===== src/rtl/core/mgm_pkg.sv =====
package mgm_pkg;

  localparam int FRAC_BITS      = 28;
  localparam int MAX_HALF_STEPS = 255;
  localparam int QDEPTH         = 2;
  localparam int QPTR_W         = $clog2(QDEPTH);
  localparam int QCNT_W         = $clog2(QDEPTH + 1);

  // escape when zr^2 + zi^2 > 4.0 in 2*FRAC_BITS fraction bits
  localparam logic [63:0] ESC_BOUND = 64'd1 << ((2 * FRAC_BITS + 2) % 64);

  typedef logic signed [31:0] fix_t;

  typedef enum logic [2:0] {
    REG_CENTER_REAL     = 3'd0,
    REG_CENTER_IMAG     = 3'd1,
    REG_IMAG_STEP       = 3'd2,
    REG_REAL_STEP       = 3'd3,
    REG_REAL_HALF_STEPS = 3'd4,
    REG_IMAG_HALF_STEPS = 3'd5,
    REG_ITER_LIMIT      = 3'd6
  } reg_idx_t;

  typedef struct packed {
    fix_t        center_real;
    fix_t        center_imag;
    logic [27:0] imag_step;
    logic [27:0] real_step;
    logic [7:0]  real_half_steps;
    logic [7:0]  imag_half_steps;
    logic [15:0] iteration_limit;
  } cfg_t;

  typedef struct packed {
    logic off_grid;
    fix_t cr;
    fix_t ci;
  } job_t;

  function automatic fix_t sat32(input logic signed [63:0] v);
    fix_t r;
    if (v > 64'sd2147483647) begin
      r = 32'sh7FFFFFFF;
    end else if (v < -64'sd2147483648) begin
      r = 32'sh80000000;
    end else begin
      r = v[31:0];
    end
    return r;
  endfunction

  function automatic logic [7:0] clamp_half(input logic [7:0] h);
    logic [7:0] r;
    if (int'(h) > MAX_HALF_STEPS) begin
      r = 8'(MAX_HALF_STEPS);
    end else begin
      r = h;
    end
    return r;
  endfunction

endpackage


===== src/rtl/core/mgm_front.sv =====
module mgm_front
  import mgm_pkg::*;
(
  input  logic       clk,
  input  logic       rst_n,
  input  cfg_t       cfg,
  input  logic       in_valid,
  output logic       in_ready,
  input  logic [8:0] row_index,
  input  logic [8:0] column_index,
  output logic       q_wr_valid,
  input  logic       q_wr_ready,
  output job_t       q_wr_data
);

  typedef enum logic [2:0] {
    F_IDLE = 3'b001,
    F_MUL  = 3'b010,
    F_PUSH = 3'b100
  } fstate_t;

  fstate_t            state_r, state_nxt;
  logic               off_r;
  logic signed [9:0]  dr_r, di_r;
  logic signed [38:0] pr_r, pi_r;
  logic [7:0]         hr, hi;

  assign hr = clamp_half(cfg.real_half_steps);
  assign hi = clamp_half(cfg.imag_half_steps);

  assign in_ready   = (state_r == F_IDLE);
  assign q_wr_valid = (state_r == F_PUSH);

  always_comb begin
    q_wr_data.off_grid = off_r;
    q_wr_data.cr       = sat32(64'(cfg.center_real) + 64'(pr_r));
    q_wr_data.ci       = sat32(64'(cfg.center_imag) + 64'(pi_r));
  end

  always_comb begin
    state_nxt = state_r;
    unique case (state_r)
      F_IDLE: begin
        if (in_valid) state_nxt = F_MUL;
      end
      F_MUL:  state_nxt = F_PUSH;
      F_PUSH: begin
        if (q_wr_ready) state_nxt = F_IDLE;
      end
      default: state_nxt = F_IDLE;
    endcase
  end

  always_ff @(posedge clk) begin
    if (!rst_n) begin
      state_r <= F_IDLE;
    end else begin
      state_r <= state_nxt;
    end
  end

  always_ff @(posedge clk) begin
    if (state_r == F_IDLE && in_valid) begin
      off_r <= (row_index > {hi, 1'b0}) || (column_index > {hr, 1'b0});
      dr_r  <= $signed({1'b0, column_index}) - $signed({2'b00, hr});
      di_r  <= $signed({2'b00, hi}) - $signed({1'b0, row_index});
    end
    if (state_r == F_MUL) begin
      pr_r <= dr_r * $signed({1'b0, cfg.real_step});
      pi_r <= di_r * $signed({1'b0, cfg.imag_step});
    end
  end

endmodule


===== config.mk =====
export PLATFORM = sky130hd
export DESIGN_NAME = mgm_front
export DESIGN_NICKNAME = d
export VERILOG_FILES = /design/src/rtl/core/mgm_pkg.sv /design/src/rtl/core/mgm_front.sv
export SDC_FILE = /design/constraint.sdc
export NUM_CORES = 2
export LEC_CHECK = 0
export BUFFER_PORTS_ARGS = -buffer_cell sky130_fd_sc_hd__clkbuf_2
export CAP_MARGIN = 30
export CORE_ASPECT_RATIO = 0.8
export CORE_MARGIN = 2
export CORE_UTILIZATION = 40
export CTS_CLUSTER_DIAMETER = 120
export DETAILED_ROUTE_END_ITERATION = 10
export PLACE_DENSITY = 0.65
export SYNTH_ARGS = -nofsm -noshare
export SYNTH_HDL_FRONTEND = slang
export SYNTH_SLANG_ARGS = --single-unit

===== constraint.sdc =====
create_clock -name clk -period 7.3 [get_ports clk]
set_input_delay 1.095 -clock clk [delete_from_list [all_inputs] [get_ports clk]]
set_output_delay 1.095 -clock clk [all_outputs]
set_load 0.02 [all_outputs]

Word level (Yosys, flattened, before mapping). Index checks and enable logic that the tools add are counted. Widths: inputs -> output; s select.

Flip-flop bits (word level): 102. Latch bits: 0. Bits in writable memories: 0. Memory bits (read-only): 0. Logic and storage cells: 33. Memories kept: 0.

Add/sub/neg operators: 4. Multipliers: 2. Div/mod/pow operators: 0. $lt $le $gt $ge: 6. Equality and inequality tests: 5. Shift operators: 0. Mux-type cells: 7. Bitwise gates (word level): 0. Reductions and logical operators: 3.

Operators by type and width (number): $mux 32 (4); $add 32x39->40 (2); $gt 40x32->1 const B (2); $lt 40x32->1 const B (2); $mul 10x29->39 (2); $gt 9x9->1 (2); $sub 8x9->10 (1); $sub 9x8->10 (1); $pmux 3 s3 (1); $mux 3 (2); $eq 3x1->1 const B (1); $eq 3x2->1 const B (1); $eq 3x3->1 const B (1); $ne 2x1->1 const B (1); $ne 2x2->1 const B (1); $reduce_and 2->1 (1); $logic_and 1x1->1 (1); $logic_or 1x1->1 (1).

Logic depth before layout (Yosys ltp).
Depth in word-level cells: 4. Gate-level depth with buffers: 25. Depth with buffers taken out: 23.

Worst setup path after synthesis. No wires, ideal clock.

Path kind: input to register. Start point: input port cfg[67] in the netlist's numbering. End point: register pi_r[35], data pin. Data arrival time: 6.844 ns. Setup slack: 0.198 ns. Stages on the path: 24. Cells stage by stage: clkbuf_1 -> nand2_1 -> fa_1 -> inv_1 -> fa_1 -> inv_1 -> fa_1 -> inv_1 -> fa_1 -> inv_1 -> fa_1 -> inv_1 -> ha_1 -> and3_1 -> a221oi_1 -> a211oi_1 -> o21ai_1 -> o21ai_1 -> o21ba_2 -> o41ai_1 -> o211ai_1 -> a21o_1 -> a21oi_1 -> xnor2_1.

Word-level cells in the longest chain between the ends: 1.

Ends and longest elaborated chain: start: declaration (line mgm_front.sv:6) `input cfg_t cfg,`; $mul 10x29->39 (line mgm_front.sv:70) `pi_r <= di_r * $signed({1'b0, cfg.imag_step});`; end signal: assignment (line mgm_front.sv:70); end: declaration (line mgm_front.sv:25) `logic signed [38:0] pr_r, pi_r;`.

No other way between the ends. A chain may end at the register's enable or synchronous reset.

Worst setup path after layout.
Start point: register dr_r[4]. End point: register pr_r[37], data pin.

Word-level cells in the longest chain between the ends: 1.

Ends and longest elaborated chain: start: declaration (line mgm_front.sv:24) `logic signed [9:0] dr_r, di_r;`; start signal: assignment (line mgm_front.sv:65) `dr_r <= $signed({1'b0, column_index}) - $signed({2'b00, hr});`; $mul 10x29->39 (line mgm_front.sv:69) `pr_r <= dr_r * $signed({1'b0, cfg.real_step});`; end signal: assignment (line mgm_front.sv:69); end: declaration (line mgm_front.sv:25).

No other way between the ends.

==> results.json <==
{
  "drt_iter0_markers": 1409,
  "cts_buffers": 9,
  "cp-end-kind": "flop",
  "r2r-start": "dr_r[4]",
  "num-nets-final": 4189,
  "worstSkewPairLatency_ns": 0.40,
  "cp.depth": 23,
  "netlist_area_um2": 27300,
  "syn2layout_area_growth_pct": 8.670,
  "h-tree-depth": 3,
  "ff2ff_setup_slack_ns": 0.56,
  "antenna_left": 0,
  "path_max_fanout": 22,
  "period_share_pct": 92.28,
  "clock_skew_ns": 0.02266,
  "ys_ff_latch": 102,
  "synth_edf_count": 99,
  "detail_route.wirelength_um": 68280,
  "grt_pass1_vias": 20910,
  "clock_path_buffers": 2,
  "ys_seq_area_share_pct": 11.11,
  "wire_per_inst_um": 16.23,
  "grt_max_degree": 44,
  "initial_utilization_pct": 40.50,
  "cap_violations": 0,
  "synth_nets": 4055,
  "rsz0062_at_grt": "false",
  "fin_tns_setup_ns": 0,
  "synth_flop_cell": "edfxtp_1",
  "cp.arrival_ns": 6.88,
  "rows": 85,
  "cts_sinks": 102,
  "grt_pass1_wl_um": 110800,
  "track_usage_pct": 19.66,
  "vias": 21310,
  "setup_viol": 0,
  "multiInputGateArea_um2": 21630,
  "yosys_warnings": 0,
  "fin_crit_ns": 6.736,
  "worstMarginPinSlew_ns": 1.048,
  "synth_common_cells": "inv_1 (560), fa_1 (418), nand2_1 (383)",
  "antenna_found_initial": 8,
  "crit_start": "dr_r[4]",
  "dr.pass1.iters": 6,
  "run_status": "finished, final reports clean",
  "die_width_um": 296.1,
  "cp_common_cell": "fa_1",
  "fmax_mhz": 148.4,
  "reg2reg_depth": 23,
  "design.core.area_um2": 67430,
  "synth_cell_types": 75,
  "r2r-end": "pr_r[37]",
  "ys_async_sr_fraction_pct": 0,
  "yosys-top-cells-area": "fa_1 (31%), ha_1 (14%), edfxtp_1 (11%), inv_1 (7.7%), nand2_1 (5.3%)",
  "drive_gt1_share_pct": 9.033,
  "final_util_pct": 44.01,
  "cpPeakStageDelay_ns": 0.94,
  "post_dp_cell_area_um2": 29310,
  "yosysTopAreaCell": "fa_1",
  "route.detailed.drc": 0,
  "ios": 241,
  "cts_root_buf": "clkbuf_16",
  "vias_per_cell": 5.066,
  "dieArea_um2": 70380,
  "yosysMostFrequentCell": "inv_1",
  "cp-start-kind": "flop",
  "ff_latch_area_um2": 3033,
  "cp_cell_sequence": "nand2_1 > fa_1 > inv_1 > fa_1 > fa_1 > fa_1 > inv_1 > fa_1 > inv_1 > ha_1 > and3_1 > nor2b_1 > nand3_1 > nor3_1 > a311oi_1 > a2111oi_0 > buf_4 > o311ai_0 > buf_4 > a31oi_1 > o21a_1 > nor2_1 > xnor2_1",
  "synth_top_area_share_pct": 30.65,
  "path_buf_inv": 5,
  "hp-start": "state_r[0]",
  "required_ns": 7.44,
  "cts_tree": "done",
  "crit_type": "flop to flop",
  "design_area_um2": 29670,
  "critical_path.endpoint": "pr_r[37]",
  "crit_slowest_cell": "edfxtp_1",
  "gr-total-overflow": 0,
  "io_buffers": 224,
  "critPathTopFamily": "adder cells",
  "gp_congestion": 0.9341,
  "avgSynthCellArea_um2": 8.671,
  "cts.clk_slew.worst_paths_ns": 0.10,
  "ctsHoldBuffers": 0,
  "syn_inst": 3149,
  "relSlewSlack_pct": 30.13,
  "hp-class": "flop to flop",
  "place_hpwl_um": 57830,
  "hold_viol": 0,
  "n_fill_cell": 6732,
  "die_h_um": 237.7,
  "maxSlewViolCount": 0
}
routing by layer:
layer	GRT usage (%)	part of all wire (%)
met5	0	0.053
met4	4.010	1.4
met3	4.245	6.8
met2	26.93	40
met1	31.21	52
timing repair:
action,in CTS,in global routing
gates resized for setup,0,0
endpoints found under the hold margin,0,0
buffers inserted,0,3
endpoints found under the setup margin,0,1
worst min-delay path by stage:
stage,to,slack [ns],depth (start not counted)
final,state_r[2],0.50,1
after global routing,state_r[2],0.52,1
after detailed placement,state_r[2],0.48,1
after floorplan,state_r[2],0.44,1
after global placement,state_r[2],0.48,1
after CTS,state_r[2],0.50,1
worst register-to-register path, stage by stage (launching register included):
cell	delay (ns)
edfxtp_1	0.94
nand2_1	0.20
fa_1	0.60
inv_1	0.07
fa_1	0.56
fa_1	0.43
fa_1	0.49
inv_1	0.05
fa_1	0.47
inv_1	0.04
ha_1	0.36
and3_1	0.25
nor2b_1	0.22
nand3_1	0.10
nor3_1	0.15
a311oi_1	0.09
a2111oi_0	0.49
buf_4	0.21
o311ai_0	0.13
buf_4	0.17
a31oi_1	0.18
o21a_1	0.14
nor2_1	0.05
xnor2_1	0.11
layout make-up:
type | instances | share of cell area [%]
inverters | 560 | 7.084
clock inverters | 7 | 0.2235
diodes | 5 | 0.04217
multi-input cells | 2345 | 72.89
clock buffers | 9 | 0.7590
repair buffers | 265 | 4.925
flip-flops and latches | 102 | 10.22
well taps | 913 | 3.850
layout by cell type, fill, tap and decap left out, types with 4 or more instances in the layout:
master and n:
inv_1 560, fa_1 418, nand2_1 383, ha_1 314, clkbuf_2 224, and2_1 204, a21oi_1 143, a21o_1 115
o21ai_0 105, edfxtp_1 99, nor2_1 98, xnor2_1 87, nor2b_1 68, xor2_1 52, buf_4 39, nand2b_1 37
nor3_1 34, nand3_1 33, o21bai_1 31, o21a_1 24, and3_1 19, o21ai_1 19, nand4_1 15, a31oi_1 15
o211ai_1 14, a211oi_1 14, clkbuf_16 9, nor4_1 7, or3_1 6, nand3b_1 6, o31ai_1 6, diode_2 5
a211o_1 5, a2111oi_0 4, o221ai_1 4
stage by stage:
stage | cells | hold slack [ns] | setup slack, ns
floorplan | 3149 | 0.4394 | 0.1979
global placement | 4181 | 0.4816 | 0.2632
detailed placement | 4181 | 0.4791 | 0.1876
CTS | 4197 | 0.4952 | 0.5408
global route | 4206 | 0.5241 | 0.04270
finish | 4206 | 0.5017 | 0.5637
cell families (layout without fill, tap and decap cells):
family          after synthesis  count (layout)  synth area share, %
other cells                   0               5                    0
mux                           3               3               0.1100
xor+xnor                    139             139                4.459
buf+inv                     702             841                9.779
compound gates              541             541                12.77
fa+ha+maj                   732             732                45.04
flops                       102             102                11.11
simple gates                930             930                16.74
flip-flops by register name (all words and copies together) (netlist names):
| register | count |
|---|---|
| dr_r | 10 |
| pr_r | 39 |
| state_r | 3 |
| di_r | 10 |
| off_r | 1 |
| pi_r | 39 |
Power is not shown: default switching activity piles up to over one toggle a cycle in this logic, so the estimate is an artifact.
