$ cat src/rtl/core/mgm_pkg.sv
package mgm_pkg;

  localparam int FRAC_BITS      = 28;
  localparam int MAX_HALF_STEPS = 255;
  localparam int QDEPTH         = 2;
  localparam int QPTR_W         = $clog2(QDEPTH);
  localparam int QCNT_W         = $clog2(QDEPTH + 1);

  // escape when zr^2 + zi^2 > 4.0 in 2*FRAC_BITS fraction bits
  localparam logic [63:0] ESC_BOUND = 64'd1 << ((2 * FRAC_BITS + 2) % 64);

  typedef logic signed [31:0] fix_t;

  typedef enum logic [2:0] {
    REG_CENTER_REAL     = 3'd0,
    REG_CENTER_IMAG     = 3'd1,
    REG_IMAG_STEP       = 3'd2,
    REG_REAL_STEP       = 3'd3,
    REG_REAL_HALF_STEPS = 3'd4,
    REG_IMAG_HALF_STEPS = 3'd5,
    REG_ITER_LIMIT      = 3'd6
  } reg_idx_t;

  typedef struct packed {
    fix_t        center_real;
    fix_t        center_imag;
    logic [27:0] imag_step;
    logic [27:0] real_step;
    logic [7:0]  real_half_steps;
    logic [7:0]  imag_half_steps;
    logic [15:0] iteration_limit;
  } cfg_t;

  typedef struct packed {
    logic off_grid;
    fix_t cr;
    fix_t ci;
  } job_t;

  function automatic fix_t sat32(input logic signed [63:0] v);
    fix_t r;
    if (v > 64'sd2147483647) begin
      r = 32'sh7FFFFFFF;
    end else if (v < -64'sd2147483648) begin
      r = 32'sh80000000;
    end else begin
      r = v[31:0];
    end
    return r;
  endfunction

  function automatic logic [7:0] clamp_half(input logic [7:0] h);
    logic [7:0] r;
    if (int'(h) > MAX_HALF_STEPS) begin
      r = 8'(MAX_HALF_STEPS);
    end else begin
      r = h;
    end
    return r;
  endfunction

endpackage

$ cat src/rtl/core/mgm_queue.sv
module mgm_queue
  import mgm_pkg::*;
(
  input  logic clk,
  input  logic rst_n,
  input  logic wr_valid,
  output logic wr_ready,
  input  job_t wr_data,
  output logic rd_valid,
  input  logic rd_ready,
  output job_t rd_data
);

  job_t              q_mem [QDEPTH];
  logic [QPTR_W-1:0] wr_ptr_r, rd_ptr_r;
  logic [QCNT_W-1:0] count_r;
  logic              push, pop;

  assign wr_ready = (int'(count_r) < QDEPTH);
  assign rd_valid = (count_r != '0);
  assign rd_data  = q_mem[rd_ptr_r];
  assign push     = wr_valid && wr_ready;
  assign pop      = rd_valid && rd_ready;

  always_ff @(posedge clk) begin
    if (push) q_mem[wr_ptr_r] <= wr_data;
  end

  always_ff @(posedge clk) begin
    if (!rst_n) begin
      wr_ptr_r <= '0;
      rd_ptr_r <= '0;
      count_r  <= '0;
    end else begin
      if (push) begin
        wr_ptr_r <= (int'(wr_ptr_r) == QDEPTH - 1) ? '0 : wr_ptr_r + 1'b1;
      end
      if (pop) begin
        rd_ptr_r <= (int'(rd_ptr_r) == QDEPTH - 1) ? '0 : rd_ptr_r + 1'b1;
      end
      if (push && !pop) begin
        count_r <= count_r + 1'b1;
      end else if (pop && !push) begin
        count_r <= count_r - 1'b1;
      end
    end
  end

  a_count_bound: assert property (@(posedge clk) disable iff (!rst_n)
    int'(count_r) <= QDEPTH)
    else $error("queue count above depth");

  a_push_grows: assert property (@(posedge clk) disable iff (!rst_n)
    (push && !pop) |=> int'(count_r) == int'($past(count_r)) + 1)
    else $error("queue count did not grow on push");

endmodule

$ cat config.mk
export PLATFORM = sky130hd
export DESIGN_NAME = mgm_queue
export DESIGN_NICKNAME = d
export VERILOG_FILES = /design/src/rtl/core/mgm_pkg.sv /design/src/rtl/core/mgm_queue.sv
export SDC_FILE = /design/constraint.sdc
export NUM_CORES = 1
export LEC_CHECK = 0
export BUFFER_PORTS_ARGS = -buffer_cell sky130_fd_sc_hd__buf_4
export CAP_MARGIN = 20
export CORE_ASPECT_RATIO = 1.1
export CORE_UTILIZATION = 35
export DETAILED_ROUTE_END_ITERATION = 16
export PLACE_DENSITY = 0.7
export RECOVER_POWER = 100
export SYNTH_ARGS = -nofsm -noshare
export SYNTH_HDL_FRONTEND = slang
export SYNTH_SLANG_ARGS = --single-unit
$ cat constraint.sdc
create_clock -name clk -period 2.3 [get_ports clk]
set_input_delay 0.23 -clock clk [delete_from_list [all_inputs] [get_ports clk]]
set_output_delay 0.23 -clock clk [all_outputs]
set_load 0.02 [all_outputs]
# Yosys cells after proc, flatten, opt, wreduce, memory -nomap -nowiden
# Memory sizes are Yosys's and may differ from the RTL's. A register that Yosys moved wholly into a read port is not among the register bits.
# Index checks and enable logic that the tools add are counted.
[op_classes] n_addsub=4 reduce_logical=8 mux=8 n_lt_le_gt_ge=1
[ops] operator="1-bit two-way mux" count=6
[ops] operator="1-bit logical AND" count=4
[ops] operator="2-bit two-way mux" count=2
[ops] operator="2-bit nonzero test" count=2
[ops] operator="1-bit adder (second input constant)" count=2
[ops] operator="2-bit by 1-bit adder with 2-bit output (second input constant)" count=1
[ops] operator="1-bit logical NOT" count=2
[ops] operator="2-bit less-than comparator (second input constant)" count=1
[ops] operator="2-bit by 1-bit subtractor with 2-bit output (second input constant)" count=1
[totals] mem_count=1 inputBits=69 register_bits=4 ram_bits=130 wordCells=25
[mem_list] name="q_mem" words=2 word_bits=65 read_ports=1 rd_clocked_by_memory_dff=1 write_ports=1 line="mgm_queue.sv:14" source="job_t q_mem [QDEPTH];"

# Logic depth before layout (Yosys ltp)
# Gate-level depths: netlist of run 1.
[logic_depth] ltp_word=6 ltp_mapped=5

# Least setup slack after synthesis of run 1
# OpenSTA, ideal clock, no wires.
[synth_path] kind="reg2reg" from="register count_r[1]" to="memory q_mem[1][0] (netlist name) (enable)" arrival_ps=2090 setup_slack_ps=-220 setup_ps=430 synth_period_minus_slack_ps=2520 stages_incl_launch_ff=3 path_buffers=0 t_required_ps=1870 cell_sequence="dfxtp_1 nor2b_1 and2_1"
[synth_between] elab_chain_cells=4
[synth_lines] element="start: declaration" line="mgm_queue.sv:16" source="logic [QCNT_W-1:0] count_r;"
[synth_lines] element="start signal: assignment" line="mgm_queue.sv:42" source="count_r <= count_r + 1'b1;"
[synth_lines] element="start signal: assignment" line="mgm_queue.sv:44" source="count_r <= count_r - 1'b1;"
[synth_lines] element="2-bit less-than comparator" line="mgm_queue.sv:19" source="assign wr_ready = (int'(count_r) < QDEPTH);"
[synth_lines] element="1-bit logical AND" line="mgm_queue.sv:22" source="assign push = wr_valid && wr_ready;"
[synth_lines] element="named net push" line="mgm_queue.sv:17" source="logic push, pop;"
[synth_lines] element="1-bit two-way mux" line="mgm_queue.sv:26" source="if (push) q_mem[wr_ptr_r] <= wr_data;"
[synth_lines] element="1-bit two-way mux (implied by the code)" line="mgm_queue.sv:26"
[synth_lines] element="end: declaration" line="mgm_queue.sv:14"
# The timed path passes the listed nets, and every way through them passes these cells.

==> flow_summary.json, run 1 <==
{
  "syn_area_um2": 4930,
  "start_kind": "flop",
  "portBuffers": 135,
  "hold_path_end": "wr_ptr_r$_SDFFE_PN0P_",
  "r2r_start": "count_r[1]$_SDFFE_PN0P_",
  "synth-edff-count": 130,
  "grt_max_degree": 66,
  "cp.required_ns": 2.07,
  "gp_congestion": 0.689,
  "root_buffer": "clkbuf_16",
  "htree_num_levels": 4,
  "placementRows": 45,
  "synth_top_area_cell": "edfxtp_1",
  "clock_skew_ns": 0.00640,
  "ys.flop_type": "edfxtp_1",
  "cts_buffers": 17,
  "wl_per_cell_um": 13.9,
  "outcome": "finished, final reports clean",
  "synth.avg_cell_area_um2": 21.9,
  "ys_ff_latch": 135,
  "p_per_area_nw_per_um2": 1110,
  "clkLatencyLatePin_ns": 0.41,
  "route.detailed.drc": 0,
  "ys_seq_area_frac": 0.812,
  "crit_path_end_kind": "primary output",
  "placed_cell_area_um2": 6160,
  "placed_cells": 546,
  "yosys.area.top_type_share": 0.792,
  "yosys_warnings": 0,
  "overflow": 0,
  "first_iter_violations": 139,
  "hold_slack_ns": 0.0696,
  "die_x_um": 115,
  "syn_nets": 295,
  "hold_class": "input port to flop",
  "drv_slew": 0,
  "setup_violations": 0,
  "holdPathStages": 2,
  "syn-instance-count": 225,
  "peakVddDrop_mv": 0.683,
  "dp_hpwl_um": 5330,
  "routed-via-count": 2766,
  "timing.rr.end": "q_mem[1][44]$_DFFE_PP_",
  "clk_pin_slew_ns": 0.05,
  "ant_nets": 0,
  "final.setup.tns_ns": 0,
  "synth_commonest_cells": "edfxtp_1, mux2_2, buf_6, dfxtp_1, and2_1",
  "regToRegSetupSlack_ns": 0.44,
  "cts_sinks": 135,
  "min_period_over_period": 0.839,
  "vias_per_cell": 4.32,
  "cap_violations": 0,
  "grt_pass1_wl_um": 13800,
  "finalHoldViolCount": 0,
  "die-area_um2": 14600,
  "rsz0062_at_grt": "no",
  "ys_types": 19,
  "fillers": 1197,
  "antennaDiodeCount": 0,
  "grt_pass1_vias": 2887,
  "nNetsFinal": 510,
  "fp.dieH_um": 126,
  "setup.worst_path.class": "flop to primary output",
  "slew_headroom": 0.374,
  "drive_gt1_frac": 0.345,
  "fin_area_um2": 7100,
  "dr.pass1.iters": 7,
  "yosysMostFrequentCell": "edfxtp_1",
  "cts_buffer_depth": 2,
  "power.leakage_nw": 2.50,
  "synth_area_leaders": "edfxtp_1, mux2_2, dfxtp_1",
  "cp.arrival_ns": 1.70,
  "antenna_found_initial": 0,
  "grt_use_total": 0.129,
  "area_growth_pct": 44.1,
  "critPathMaxFanout": 65,
  "clock.fmax_mhz": 518,
  "postCtsSetupBuffers": 0,
  "ios": 136,
  "final_cells": 640,
  "start_util": 0.357,
  "worst_slew_pin_slew_ns": 0.939,
  "core_region_area_um2": 13800,
  "worstHoldStart": "rst_n",
  "r2r_cells": 3,
  "routed_wl_um": 8890,
  "cts_tree": "done",
  "async_flop_share": 0,
  "fin_crit_ns": 1.93
}
[cell type report]
| cell class | count | area, µm² | area share |
|---|---|---|---|
| clock buffer | 19 | 433 | 0.0609 |
| clock inverter | 12 | 159 | 0.0224 |
| inverter | 1 | 3.75 | 0.000528 |
| multi-input combinational | 82 | 856 | 0.120 |
| sequential | 135 | 4000 | 0.564 |
| tap | 188 | 235 | 0.0331 |
| timing repair buffer | 203 | 1410 | 0.199 |
[metal layers]
metal,track usage,up-vias,wire length (µm)
li1,-,1319,-
met1,0.134,1350,3570
met2,0.231,86,4740
met3,0.0435,11,438
met4,0.0626,0,141
met5,0,-,0
[metrics by stage]
stage / util / setup WS [ns] / total power, mW
6_report: 0.515 / 0.371 / 7.87
5_1_grt: 0.515 / 0.284 / 8.22
4_1_cts: 0.535 / 0.386 / 8.29
3_5_place_dp: 0.447 / 0.734 / 5.48
3_3_place_gp: 0.447 / 0.784 / 5.45
2_1_floorplan: - / 0.486 / 4.62
[sequential cells by signal (all words and copies together), names as in the netlist, named ones only]
register and flops:
rd_ptr_r 1, count_r 2, wr_ptr_r 1, q_mem 130
[power breakdown]
part / total (mW) / internal, mW / leakage, nW / switching, mW
Clock: 2.70 / 1.79 / 0.289 / 0.917
Sequential: 3.19 / 3.11 / 1.25 / 0.0812
Combinational: 1.98 / 0.781 / 0.958 / 1.20
[repair_timing]
item / CTS / global route
gates resized for setup: 0 / 0
endpoints found under the hold margin: 124 / 0
hold buffers: 63 / 0
[cells by family (layout without fill, tap and decap cells)]
logic type	Yosys count	after routing	synth area share
compound gates	4	4	0.00508
xor+xnor	3	3	0.00533
fa+ha+maj	1	1	0.00254
buf+inv	8	235	0.0147
flops	135	135	0.812
mux	65	65	0.148
simple gates	9	9	0.0117
[placed cells by master (no fill, tap or decap), drive strengths merged]
master and count:
o21ai 2, and2b 1, bufinv 4, xor2 1, o21a 1, dfxtp 5
clkinvlp 1, or2 1, nor2b 2, clkbuf 147, or3 1, clkinv 7
inv 1, dlygate4sd3 63, a21boi 1, edfxtp 130, mux2 65, ha 1
buf 12, xnor2 2, and2 4
[how the worst max path moves through the flow]
stage / start / to / depth (start not counted)
2_1_floorplan: count_r[1]$_SDFFE_PN0P_ / q_mem[1][0]$_DFFE_PP_ / 2
3_3_place_gp: count_r[1]$_SDFFE_PN0P_ / q_mem[1][44]$_DFFE_PP_ / 3
3_5_place_dp: count_r[1]$_SDFFE_PN0P_ / q_mem[1][23]$_DFFE_PP_ / 3
4_1_cts: flop / rd_data[30] / 3
5_1_grt: count_r[1]$_SDFFE_PN0P_ / q_mem[1][44]$_DFFE_PP_ / 3
6_report: flop / rd_data[27] / 3
[critical path: stages (launching register included)]
cell and delay [ns]:
dfxtp_1 0.35, buf_12 0.33, mux2_2 0.39, clkbuf_1 0.18
(Power assumes the default switching activity.)
==> run 2, diff against run 1 <==
==> constraint.sdc (replaced) <==
create_clock -name clk -period 1.7 [get_ports clk]
set_input_delay 0.17 -clock clk [delete_from_list [all_inputs] [get_ports clk]]
set_output_delay 0.17 -clock clk [all_outputs]
set_load 0.02 [all_outputs]
==> flow_summary.json, run 2 (synthesized netlist as in run 1, its figures left out) <==
{
  "clkLatencyLatePin_ns": 0.41,
  "overflow": 0,
  "placed_cells": 547,
  "cts_buffers": 17,
  "hold_slack_ns": 0.281,
  "root_buffer": "clkbuf_16",
  "gp_congestion": 0.699,
  "grt_use_met1": 0.145,
  "fin_util": 0.557,
  "power.leakage_nw": 2.90,
  "route.detailed.drc": 0,
  "antennaDiodeCount": 0,
  "p_per_area_nw_per_um2": 1520,
  "setup.worst_path.class": "flop to primary output",
  "mostFrequentLayoutCells": "edfxtp_1, dlygate4sd3_1, clkbuf_4",
  "top_regs": "q_mem: 130 flops, count_r: 2 flops",
  "dr.pass1.iters": 4,
  "placementRows": 45,
  "die-area_um2": 14600,
  "regToRegSetupSlack_ns": 0.11,
  "slew_headroom": 0.665,
  "layout_commonest_cell": "edfxtp_1",
  "core_region_area_um2": 13800,
  "routed_wl_um": 10100,
  "cp.arrival_ns": 1.54,
  "clock_skew_ns": 0.00447,
  "rsz0062_at_grt": "yes",
  "ant_nets": 0,
  "grt_max_degree": 37,
  "min_period_over_period": 1.00,
  "htree_num_levels": 4,
  "cp_slowest_cell": "dfxtp_4",
  "hold_class": "input port to flop",
  "setup_violations": 7,
  "start_kind": "flop",
  "final_cells": 649,
  "grt_pass1_wl_um": 14800,
  "vias_per_cell": 4.39,
  "routed-via-count": 2848,
  "grt_use_met3": 0.0559,
  "setup_slack_ns": -0.00797,
  "ios": 136,
  "crit_chain": "buf_12 -> clkbuf_16 -> mux2_4 -> buf_6",
  "use_met2": 0.251,
  "clock.fmax_mhz": 585,
  "clk_pin_slew_ns": 0.05,
  "crit_path_end_kind": "primary output",
  "cpPeakStageDelay_ns": 0.39,
  "wl_per_cell_um": 15.6,
  "fin_crit_ns": 1.71,
  "place_ws_ns": 0.250,
  "cts_tree": "done",
  "portBuffers": 135,
  "die_x_um": 115,
  "finalHoldViolCount": 0,
  "cts_buffer_depth": 2,
  "nNetsFinal": 519,
  "outcome": "finished, violations left",
  "drive_gt1_frac": 0.499,
  "fp.dieH_um": 126,
  "antenna_found_initial": 0,
  "cts_sinks": 135,
  "peakVddDrop_mv": 0.768,
  "cp.required_ns": 1.53,
  "area_growth_pct": 55.8,
  "drv_slew": 0,
  "start_util": 0.357,
  "dp_hpwl_um": 5490,
  "largest_register_ffs": 130,
  "worst_slew_pin_slew_ns": 0.502,
  "grt_use_total": 0.140,
  "grt_pass1_vias": 3020,
  "violations": "setup timing",
  "cap_violations": 0,
  "busiest_layer": "met2",
  "first_iter_violations": 94,
  "critPathMaxFanout": 5,
  "top_register": "q_mem"
}
==> run 2: cell types whose count changed in the layout (fill, tap and decap cells not counted), moves of 3 or more <==
cell           delta
buf_4            +40
buf_6            +20
clkbuf_4          +7
dlygate4sd3_1     +3
mux2_1            -6
mux2_2           -14
clkbuf_2          -4
clkbuf_1         -62
and2_0            +3
mux2_4           +20
==> run 2: repair_timing <==
item,in CTS,in global routing
buffers inserted,1,0
hold buffers,66,0
cloned,2,2
resized for setup,27,15
endpoints found under the setup margin,48,65
endpoints found under the hold margin,133,0
==> run 2: routing by layer <==
metal | wire [µm] | up-vias
met5 | 0 | -
li1 | - | 1339
met2 | 5660 | 89
met3 | 494 | 11
met1 | 3820 | 1409
met4 | 149 | 0
==> run 2: final timing paths <==
path,start,endpoint,cells past startpoint
worst max register to register,count_r[1]$_SDFFE_PN0P_,count_r[1]$_SDFFE_PN0P_,4
worst max-delay path,flop,rd_data[1],4
worst min register to register,count_r[1]$_SDFFE_PN0P_,count_r[1]$_SDFFE_PN0P_,2
worst min-delay path,wr_valid,wr_ptr_r$_SDFFE_PN0P_,4
==> run 2: critical path: cells and delay by family, from the launching register on <==
kind                   cells  cell delay [ns]
multiplexers               1             0.31
buffers and inverters      3             0.43
flip-flops                 1             0.39
==> run 2: where the power goes <==
group | switching [mW] | internal (mW)
combinational | 1.78 | 1.85
clock | 1.25 | 2.42
sequential | 0.134 | 4.20
total | 3.16 | 8.48
==> run 2: layout make-up <==
| type | instances | area, µm² |
|---|---|---|
| clock inverters | 11 | 156 |
| inverters | 1 | 3.75 |
| clock buffers | 20 | 437 |
| multi-input cells | 82 | 928 |
| fillers | 1062 | 6120 |
| flip-flops and latches | 135 | 4010 |
| well taps | 188 | 235 |
| repair buffers | 212 | 1910 |
==> run 2: through the flow <==
stage | setup TNS [ns] | cell area (µm²) | total power [mW]
2_1_floorplan | -14.19 | 4930 | 6.26
3_3_place_gp | 0 | 6230 | 7.47
3_5_place_dp | 0 | 6230 | 7.51
4_1_cts | -0.949 | 7650 | 11.7
5_1_grt | -2.13 | 7680 | 12.1
6_report | -0.0258 | 7680 | 11.6
